[config.mk]
export PLATFORM = sky130hd
export DESIGN_NAME = qca_run_ctrl
export DESIGN_NICKNAME = d
export VERILOG_FILES = /design/src/sv/qca_pkg.sv /design/src/sv/qca_run_ctrl.sv
export SDC_FILE = /design/constraint.sdc
export NUM_CORES = 1
export LEC_CHECK = 0
export BUFFER_PORTS_ARGS = -buffer_cell sky130_fd_sc_hd__buf_2
export CAP_MARGIN = 0
export CORE_MARGIN = 3
export CORE_UTILIZATION = 35
export DETAILED_ROUTE_END_ITERATION = 8
export HOLD_SLACK_MARGIN = 0.08
export PLACE_DENSITY = 0.62
export SYNTH_ARGS = -nofsm -noshare
export SYNTH_HDL_FRONTEND = slang
export SYNTH_SLANG_ARGS = --single-unit
export TNS_END_PERCENT = 1
[constraint.sdc]
create_clock -name i_clk -period 3.1 [get_ports i_clk]
set_input_delay 0.31 -clock i_clk [delete_from_list [all_inputs] [get_ports i_clk]]
set_output_delay 0.31 -clock i_clk [all_outputs]
set_load 0.05 [all_outputs]
[src/sv/qca_pkg.sv]
`timescale 1ns / 1ps
// ----------------------------------------------------------------------------
// qca_pkg
// Shared types, constants and helpers for the quadrature capture averager.
// ----------------------------------------------------------------------------
package qca_pkg;

    localparam int MAX_SAMPLES = 2048;
    localparam int ADDR_W      = $clog2(MAX_SAMPLES);
    localparam int TICK_W      = 11;
    localparam int LEN_W       = 12;
    localparam int RUNS_W      = 8;
    localparam int POS_W       = 24;
    localparam int MEAN_W      = 32;
    localparam int ACC_W       = MEAN_W + RUNS_W + 1;
    localparam int DIVR_W      = RUNS_W + 1;
    localparam int STEP_W      = $clog2(ACC_W + 1);

    localparam logic [LEN_W-1:0]  RST_CAPTURE_LENGTH = 12'd1200;
    localparam logic [LEN_W-1:0]  RST_DRIVE_LENGTH   = 12'd600;
    localparam logic [RUNS_W-1:0] RST_RUN_COUNT      = 8'd10;
    localparam logic [RUNS_W-1:0] RUNS_TOP           = 8'd255;

    localparam logic signed [POS_W-1:0] POS_MAX = 24'sh7FFFFF;
    localparam logic signed [POS_W-1:0] POS_MIN = -24'sh800000;

    // configuration register indexes
    localparam logic [1:0] CFG_CAPTURE_LENGTH = 2'd0;
    localparam logic [1:0] CFG_DRIVE_LENGTH   = 2'd1;
    localparam logic [1:0] CFG_RUN_COUNT      = 2'd2;

    typedef enum logic [1:0] {
        ACT_ENC   = 2'd0,
        ACT_TICK  = 2'd1,
        ACT_START = 2'd2,
        ACT_READ  = 2'd3
    } t_action;

    typedef enum logic [1:0] {
        ST_IDLE,
        ST_BUSY,
        ST_DONE
    } t_state;

    typedef enum logic [2:0] {
        M_IDLE,
        M_RDOUT,
        M_MUL,
        M_DIV,
        M_WRITE
    } t_mstate;

    typedef struct packed {
        t_action           action;
        logic              enc_a;
        logic              enc_b;
        logic [TICK_W-1:0] read_index;
    } t_in_item;

    typedef struct packed {
        logic signed [POS_W-1:0]  position;
        logic                     motor_on;
        logic                     capturing;
        logic [RUNS_W-1:0]        runs_finished;
        logic                     series_done;
        logic signed [MEAN_W-1:0] mean_value;
    } t_out_item;

    typedef struct packed {
        logic signed [POS_W-1:0] count;
        logic [TICK_W-1:0]       tick_index;
        logic                    run_active;
        logic                    drive_active;
        logic [RUNS_W-1:0]       runs_done;
        logic                    series_done;
    } t_run_stat;

    typedef struct packed {
        logic                    fold;
        logic                    read;
        logic [TICK_W-1:0]       idx;
        logic signed [POS_W-1:0] count;
        logic [RUNS_W-1:0]       k;
    } t_mean_req;

    typedef struct packed {
        logic                     done;
        logic signed [MEAN_W-1:0] mean;
    } t_mean_rsp;

    // next phase in forward order 00 -> 01 -> 11 -> 10 -> 00
    function automatic logic [1:0] fwd_next(input logic [1:0] phase);
        logic [1:0] r;
        case (phase)
            2'b00:   r = 2'b01;
            2'b01:   r = 2'b11;
            2'b11:   r = 2'b10;
            default: r = 2'b00;
        endcase
        return r;
    endfunction

endpackage

[src/sv/qca_run_ctrl.sv]
`timescale 1ns / 1ps
// ----------------------------------------------------------------------------
// qca_run_ctrl
// Encoder decode, run and drive sequencing, run counting and config registers.
// ----------------------------------------------------------------------------
module qca_run_ctrl (
    input  logic                       i_clk,
    input  logic                       i_rst_n,
    input  logic                       i_accept,
    input  qca_pkg::t_in_item          i_item,
    input  logic                       i_cfg_we,
    input  logic [1:0]                 i_cfg_index,
    input  logic [qca_pkg::LEN_W-1:0]  i_cfg_data,
    output qca_pkg::t_run_stat         o_stat
);

    logic [qca_pkg::LEN_W-1:0]         r_capture_length;
    logic [qca_pkg::LEN_W-1:0]         r_drive_length;
    logic [qca_pkg::RUNS_W-1:0]        r_run_count;

    logic [1:0]                        r_prev_phase, n_prev_phase;
    logic signed [qca_pkg::POS_W-1:0]  r_count, n_count;
    logic [qca_pkg::TICK_W-1:0]        r_tick, n_tick;
    logic                              r_run, n_run;
    logic                              r_drive, n_drive;
    logic [qca_pkg::RUNS_W-1:0]        r_runs, n_runs;

    logic [1:0]                        phase;
    logic [qca_pkg::LEN_W-1:0]         len;
    logic [qca_pkg::LEN_W-1:0]         next_tick;

    always_comb begin
        phase = {i_item.enc_a, i_item.enc_b};
        len = r_capture_length;
        if (len == '0) begin
            len = qca_pkg::LEN_W'(1);
        end
        if (32'(len) > qca_pkg::MAX_SAMPLES) begin
            len = qca_pkg::LEN_W'(qca_pkg::MAX_SAMPLES);
        end
        next_tick = qca_pkg::LEN_W'(r_tick) + qca_pkg::LEN_W'(1);

        n_prev_phase = r_prev_phase;
        n_count      = r_count;
        n_tick       = r_tick;
        n_run        = r_run;
        n_drive      = r_drive;
        n_runs       = r_runs;

        if (i_accept) begin
            case (i_item.action)
                qca_pkg::ACT_ENC: begin
                    // a two-bit jump or an unchanged phase leaves the count
                    if (qca_pkg::fwd_next(r_prev_phase) == phase) begin
                        if (r_count != qca_pkg::POS_MAX) begin
                            n_count = r_count + 24'sd1;
                        end
                    end else if (qca_pkg::fwd_next(phase) == r_prev_phase) begin
                        if (r_count != qca_pkg::POS_MIN) begin
                            n_count = r_count - 24'sd1;
                        end
                    end
                    n_prev_phase = phase;
                end
                qca_pkg::ACT_TICK: begin
                    if (r_run) begin
                        if (next_tick >= r_drive_length) begin
                            n_drive = 1'b0;
                        end
                        if (next_tick >= len) begin
                            n_count = '0;
                            n_tick  = '0;
                            n_run   = 1'b0;
                            n_drive = 1'b0;
                            if (r_runs != qca_pkg::RUNS_TOP) begin
                                n_runs = r_runs + 8'd1;
                            end
                        end else begin
                            n_tick = next_tick[qca_pkg::TICK_W-1:0];
                        end
                    end
                end
                qca_pkg::ACT_START: begin
                    if (!r_run) begin
                        // restart the series once it is complete
                        if (r_runs >= r_run_count) begin
                            n_runs = '0;
                        end
                        n_run   = 1'b1;
                        n_tick  = '0;
                        n_drive = (r_drive_length != '0);
                    end
                end
                default: begin
                end
            endcase
        end
    end

    always_ff @(posedge i_clk) begin
        if (!i_rst_n) begin
            r_capture_length <= qca_pkg::RST_CAPTURE_LENGTH;
            r_drive_length   <= qca_pkg::RST_DRIVE_LENGTH;
            r_run_count      <= qca_pkg::RST_RUN_COUNT;
            r_prev_phase     <= '0;
            r_count          <= '0;
            r_tick           <= '0;
            r_run            <= 1'b0;
            r_drive          <= 1'b0;
            r_runs           <= '0;
        end else begin
            r_prev_phase <= n_prev_phase;
            r_count      <= n_count;
            r_tick       <= n_tick;
            r_run        <= n_run;
            r_drive      <= n_drive;
            r_runs       <= n_runs;
            if (i_cfg_we) begin
                case (i_cfg_index)
                    qca_pkg::CFG_CAPTURE_LENGTH: r_capture_length <= i_cfg_data;
                    qca_pkg::CFG_DRIVE_LENGTH:   r_drive_length   <= i_cfg_data;
                    qca_pkg::CFG_RUN_COUNT:      r_run_count      <= i_cfg_data[qca_pkg::RUNS_W-1:0];
                    default: begin
                    end
                endcase
            end
        end
    end

    assign o_stat.count        = r_count;
    assign o_stat.tick_index   = r_tick;
    assign o_stat.run_active   = r_run;
    assign o_stat.drive_active = r_drive;
    assign o_stat.runs_done    = r_runs;
    assign o_stat.series_done  = (r_runs == r_run_count);

endmodule

# Yosys cells after proc, flatten, opt, wreduce, memory -nomap -nowiden
# Index checks and enable logic that the tools add are counted.
# W data, S select, Z words.
# word_totals
ff_bits	79
input_bits	33
output_inout_bits	46
word_cells	91
# op_classes
n_addsub	4
n_lt_le_gt_ge	4
n_eq_ne	23
muxes	34
n_reduce_logical	17
# op_table
op	n
$mux W24	6
$ne A24 B24 Y1 const B	2
$pmux W24 S2	1
$mux W8	5
$mux W11	3
$add A24 B2 Y24 const B	1
$ge A12 B12 Y1	2
$mux W12	2
$sub A24 B2 Y24 const B	1
$pmux W11 S2	1
$pmux W8 S2	1
$reduce_and A7 Y1	2
$add A11 B1 Y12 const B	1
$gt A12 B12 Y1 const B	1
$logic_not A12 Y1	1
$ne A3 B3 Y1 const B	4
$pmux W2 S3	2
$reduce_bool A12 Y1	1
$mux W2	5
$ne A2 B2 Y1 const B	5
$reduce_and A2 Y1	5
$add A8 B1 Y8 const B	1
$eq A2 B1 Y1 const B	4
$eq A2 B2 Y1 const B	4
other kinds (10)	21

# Depth between registers and ports, before layout
# depth
depth_word	12
mapped_depth	16
mapped_depth_nobuf	14

# Worst setup path after synthesis
# Ideal clock, no wire load.
# synth_timing
path_kind	register -> register
startpoint	register r_tick[0] (netlist name)
endpoint	register r_count[15] (netlist name)
setup_time_ns	0.066
t_arrival_ns	3.578
required_time_ns	3.034
path_slack_ns	-0.544
path_stages_with_launch	17
n_path_buf	2
synth_period_minus_slack_ns	3.644
cell_sequence	dfxtp_1 -> and3_1 -> nand3_1 -> nor2_1 -> nand3_1 -> xnor2_1 -> ha_1 -> a21o_1 -> a21o_1 -> a21oi_1 -> o21ai_0 -> nand3_1 -> a221o_1 -> clkbuf_1 -> clkbuf_1 -> a22oi_1 -> nor2b_1
# synth_between
elab_chain_cells	4
# synth_lines
element	line_no	text
start: declaration	qca_run_ctrl.sv:23	logic [qca_pkg::TICK_W-1:0] r_tick, n_tick;
start signal: assignment	qca_run_ctrl.sv:114	r_tick <= n_tick;
$add A11 B1 Y12	qca_run_ctrl.sv:41	next_tick = qca_pkg::LEN_W'(r_tick) + qca_pkg::LEN_W'(1);
$ge A12 B12 Y1	qca_run_ctrl.sv:70	if (next_tick >= len) begin
$ne A2 B2 Y1 (no line)	--	
$reduce_and A7 Y1 (no line)	--	
end signal: assignment	qca_run_ctrl.sv:113	r_count <= n_count;
end: declaration	qca_run_ctrl.sv:22	logic signed [qca_pkg::POS_W-1:0] r_count, n_count;
# Every way passes these cells.
# A chain may end at the register's enable or synchronous reset.

# Worst setup path in the final report
# layout_timing
startpoint	register r_prev_phase[0]
endpoint	register r_count[23] (netlist name)
# layout_between
elab_chain_cells	7
elab_cells_between_ends	14
cone_classes	eq/ne: 7; mux: 5; reduce/logical: 2
# layout_lines
element	line_no	text
start: declaration	qca_run_ctrl.sv:21	logic [1:0] r_prev_phase, n_prev_phase;
start signal: assignment	qca_run_ctrl.sv:112	r_prev_phase <= n_prev_phase;
$eq A2 B2 Y1 (tied with other cells)	qca_pkg.sv:94	case (phase)
$pmux W2 S3	qca_pkg.sv:94	
$mux W2	qca_run_ctrl.sv:51	case (i_item.action)
$mux W2	qca_run_ctrl.sv:50	if (i_accept) begin
$eq A2 B2 Y1	qca_run_ctrl.sv:54	if (qca_pkg::fwd_next(r_prev_phase) == phase) begin
$ne A3 B3 Y1 (no line) or $mux W24 (tied branches)	--	
$reduce_and A7 Y1 (no line) or $pmux W24 S2 (tied branches)	--	
# Several ways; a longest one is shown, not always the timed one. The select of a mux whose other input is x is not followed.

==> metrics.yaml <==
run_status:
  status: "finished, violations left"
  violations: "setup timing"
logic_synthesis:
  synthCells: 641
  synth_async_sr_flop_share_pct: 0
  ys_seq_area_share_pct: 29.6
  syn_avg_cell_area_um2: 8.34
  syn_nets: 734
  synth-seq-cells: 79
  synth_warnings: 0
  netlist_area_mm2: 0.00535
  dominantRegCellSynth: "dfxtp_1"
  synth_cell_type_count: 59
  synth_edf_count: 0
worst_setup_path:
  cp-end-kind: "flip-flop"
  worstSetupStartpoint: "r_prev_phase[0]"
  cp_data_arrival_time_ps: 3410
  critPathLaunchType: "flip-flop"
  crit_fanout: 10
  cp_slowest_cell: "or3_1"
  rr_endpoint: "r_count[23]"
  worst_ep_required_time_ps: 3340
  max_stage_delay_ps: 370
  crit_type: "flip-flop to flip-flop"
  path_cells: "xor2_2 > or2_4 > buf_6 > ha_1 > nand4_1 > a2bb2oi_2 > o21ai_1 > o311ai_2 > a21boi_1 > or3_1 > and4_1 > o31a_1"
  r2r.worst_path.cells: 12
  rrSetupSlack_ps: -70
  rr_startpoint: "r_prev_phase[0]"
sta:
  finalCritPeriodShare_pct: 102
  holdWs_ps: 224
  relSlewSlack_pct: 49.6
  timing.fmax_mhz: 316
  fin_ws_ps: -69.3
  slew_viol_final: 0
  skew_ps: 7.48
  period_needed_ps: 3170
  finalHoldViolations: 0
  setup_viol: 2
  rsz0062_at_grt: "true"
  tightest_slew_ps: 755
die:
  core_area_mm2: 0.0148
  ios: 79
  row_count: 44
  die_area_mm2: 0.0168
  start_util_pct: 36.2
  die_w_um: 130
  die_h_um: 130
detailed_routing:
  first_iter_violations: 271
  first_pass_iters: 5
  wl_per_cell_um: 16.4
  viasPerCell: 5.44
  route.detailed.drc: 0
  vias: 5251
  antenna_left: 0
  wl_mm: 15.8
cts:
  cts_root_buf: "clkbuf_16"
  h-tree-depth: 3
  tritoncts: "built"
  cts.path.max_buffers: 2
  cts_made_buffers: 9
  clock-sinks: 79
  holdBufCountCts: 0
  clkLatencyLatePin_ps: 350
  cts.reportedPaths.clkPinSlew_ps: 70
global_route:
  grt_pass1_wl_mm: 26.1
  grt_pass1_vias: 5237
  grt_max_degree: 47
  antenna_found_initial: 0
  grt_use_total_pct: 19.2
  grt-ovfl-total: 0
placement:
  place_area_mm2: 0.00648
  routabilityCongestion: 0.899
  dp_hpwl_mm: 11.8
  port_buffers: 67
  post-place-cells: 945
hold_path:
  min_to: "r_capture_length[7]"
  min_path_type: "primary input to flip-flop"
  worstHoldStart: "i_cfg_data[7]"
  whs_path_depth: 3
layout:
  n_fill_cell: 1411
  area_growth_pct: 31.6
  nNetsFinal: 868
  final_cell_area_mm2: 0.00703
  drive_gt1_share_pct: 28.8
  stdcell_count: 965
  utilization_pct: 47.7
power:
  peakVddDrop_uv: 268
  power_density_mw_per_mm2: 394
  power_leakage_nw: 3.27
run:
  max_cap_violations: 0
-- cell usage after synthesis (12+ instances only) --
cell / count / share of area, %
dfxtp_1: 79 / 30
clkbuf_1: 25 / 1.8
nor2_1: 22 / 1.5
nor2b_1: 26 / 3.0
a21oi_1: 22 / 2.1
ha_1: 59 / 14
a21o_1: 24 / 3.4
xnor2_1: 13 / 2.1
nor4_1: 12 / 1.4
a21boi_0: 34 / 4.8
xor2_1: 12 / 2.0
inv_1: 32 / 2.2
nand2_1: 86 / 6.0
nand3_1: 21 / 2.0
o21ai_0: 23 / 2.2
-- critical path: cells and delay by family (launching register included) --
kind            cells  cell delay (ps)
compound gates      5             1010
xor+xnor            1              180
fa+ha+maj           1              320
buf+inv             1              170
flops               1              340
simple gates        4             1040
-- repair_timing --
item / in CTS / in global routing
buffers inserted: 0 / 2
setup endpoints to repair: 30 / 31
resized for setup: 21 / 41
pin swaps: 17 / 21
cloned: 1 / 0
-- layout by cell type (no fill, tap or decap), types with 6 or more instances in the layout --
cell	count
a21o_1	24
ha_4	6
dfxtp_1	70
xor2_1	10
nand2b_1	6
clkbuf_16	9
and2_1	11
a32o_1	9
nand2_1	85
dfxtp_2	6
and3_1	9
nor2b_1	26
a21boi_0	21
mux2i_1	9
a22oi_1	11
nand4_1	11
a31oi_1	7
nand3_1	19
o211ai_1	8
ha_1	51
inv_1	31
buf_4	77
a21oi_1	16
xnor2_1	10
buf_2	67
nor4_1	12
a21boi_1	11
nor2_1	20
o21ai_0	20
-- metal layers --
layer / wire length [µm] / vias up / global-route usage [%]
li1: - / 2601 / -
met1: 7080 / 2516 / 24.3
met2: 7860 / 117 / 33.2
met3: 672 / 17 / 4.41
met4: 207 / 0 / 4.58
met5: 0 / - / 0
-- registers in the layout, summed over array words and instances, names as in the netlist --
signal and count:
r_drive_length 12, r_run_count 8, r_drive 1, r_prev_phase 2, r_run 1, r_count 24
r_runs 8, r_capture_length 12, r_tick 11
-- through the flow --
stage                     setup slack (ps)  power, mW  TNS (ps)
after CTS                            -81.1       2.76      -139
after global placement                -217       1.67      -582
after global routing                  -176       2.91     -1960
after detailed placement              -283       1.69     -2010
after floorplan                      -21.7       1.47     -37.7
final                                -69.3       2.77     -92.7
-- power by group --
group	internal [mW]	switching (mW)
logic	0.291	0.347
clock network	0.576	0.477
registers	1.04	0.0363
-- layout make-up --
type	count	area, µm²	area share, %
multi-input combinational	504	3810	54.2
sequential	79	1600	22.8
timing repair buffer	149	978	13.9
clock buffer	10	239	3.40
tap	184	230	3.27
inverter	32	120	1.71
clock inverter	6	51.3	0.730
antenna	1	2.50	0.0356
-- worst max path at each step --
stage / to / slack (ps) / depth (start not counted)
floorplan: r_count[3] / -20 / 15
global placement: r_count[23] / -220 / 14
detailed placement: r_count[23] / -280 / 14
CTS: r_count[22] / -80 / 13
global route: r_count[23] / -180 / 12
finish: r_count[23] / -70 / 12
-- logic make-up after synthesis --
family                     count (synthesis)  share of synthesized area (%)
and+or+nand+nor                          238                           23.3
AOI/OAI and AO/OA                        170                           22.7
DFF                                       79                           29.6
adders and majority gates                 60                           14.2
buffers and inverters                     59                           4.28
xor gates and xnor gates                  25                           4.10
muxes                                     10                           1.90
Note: power is estimated with default switching activity, not from simulation.
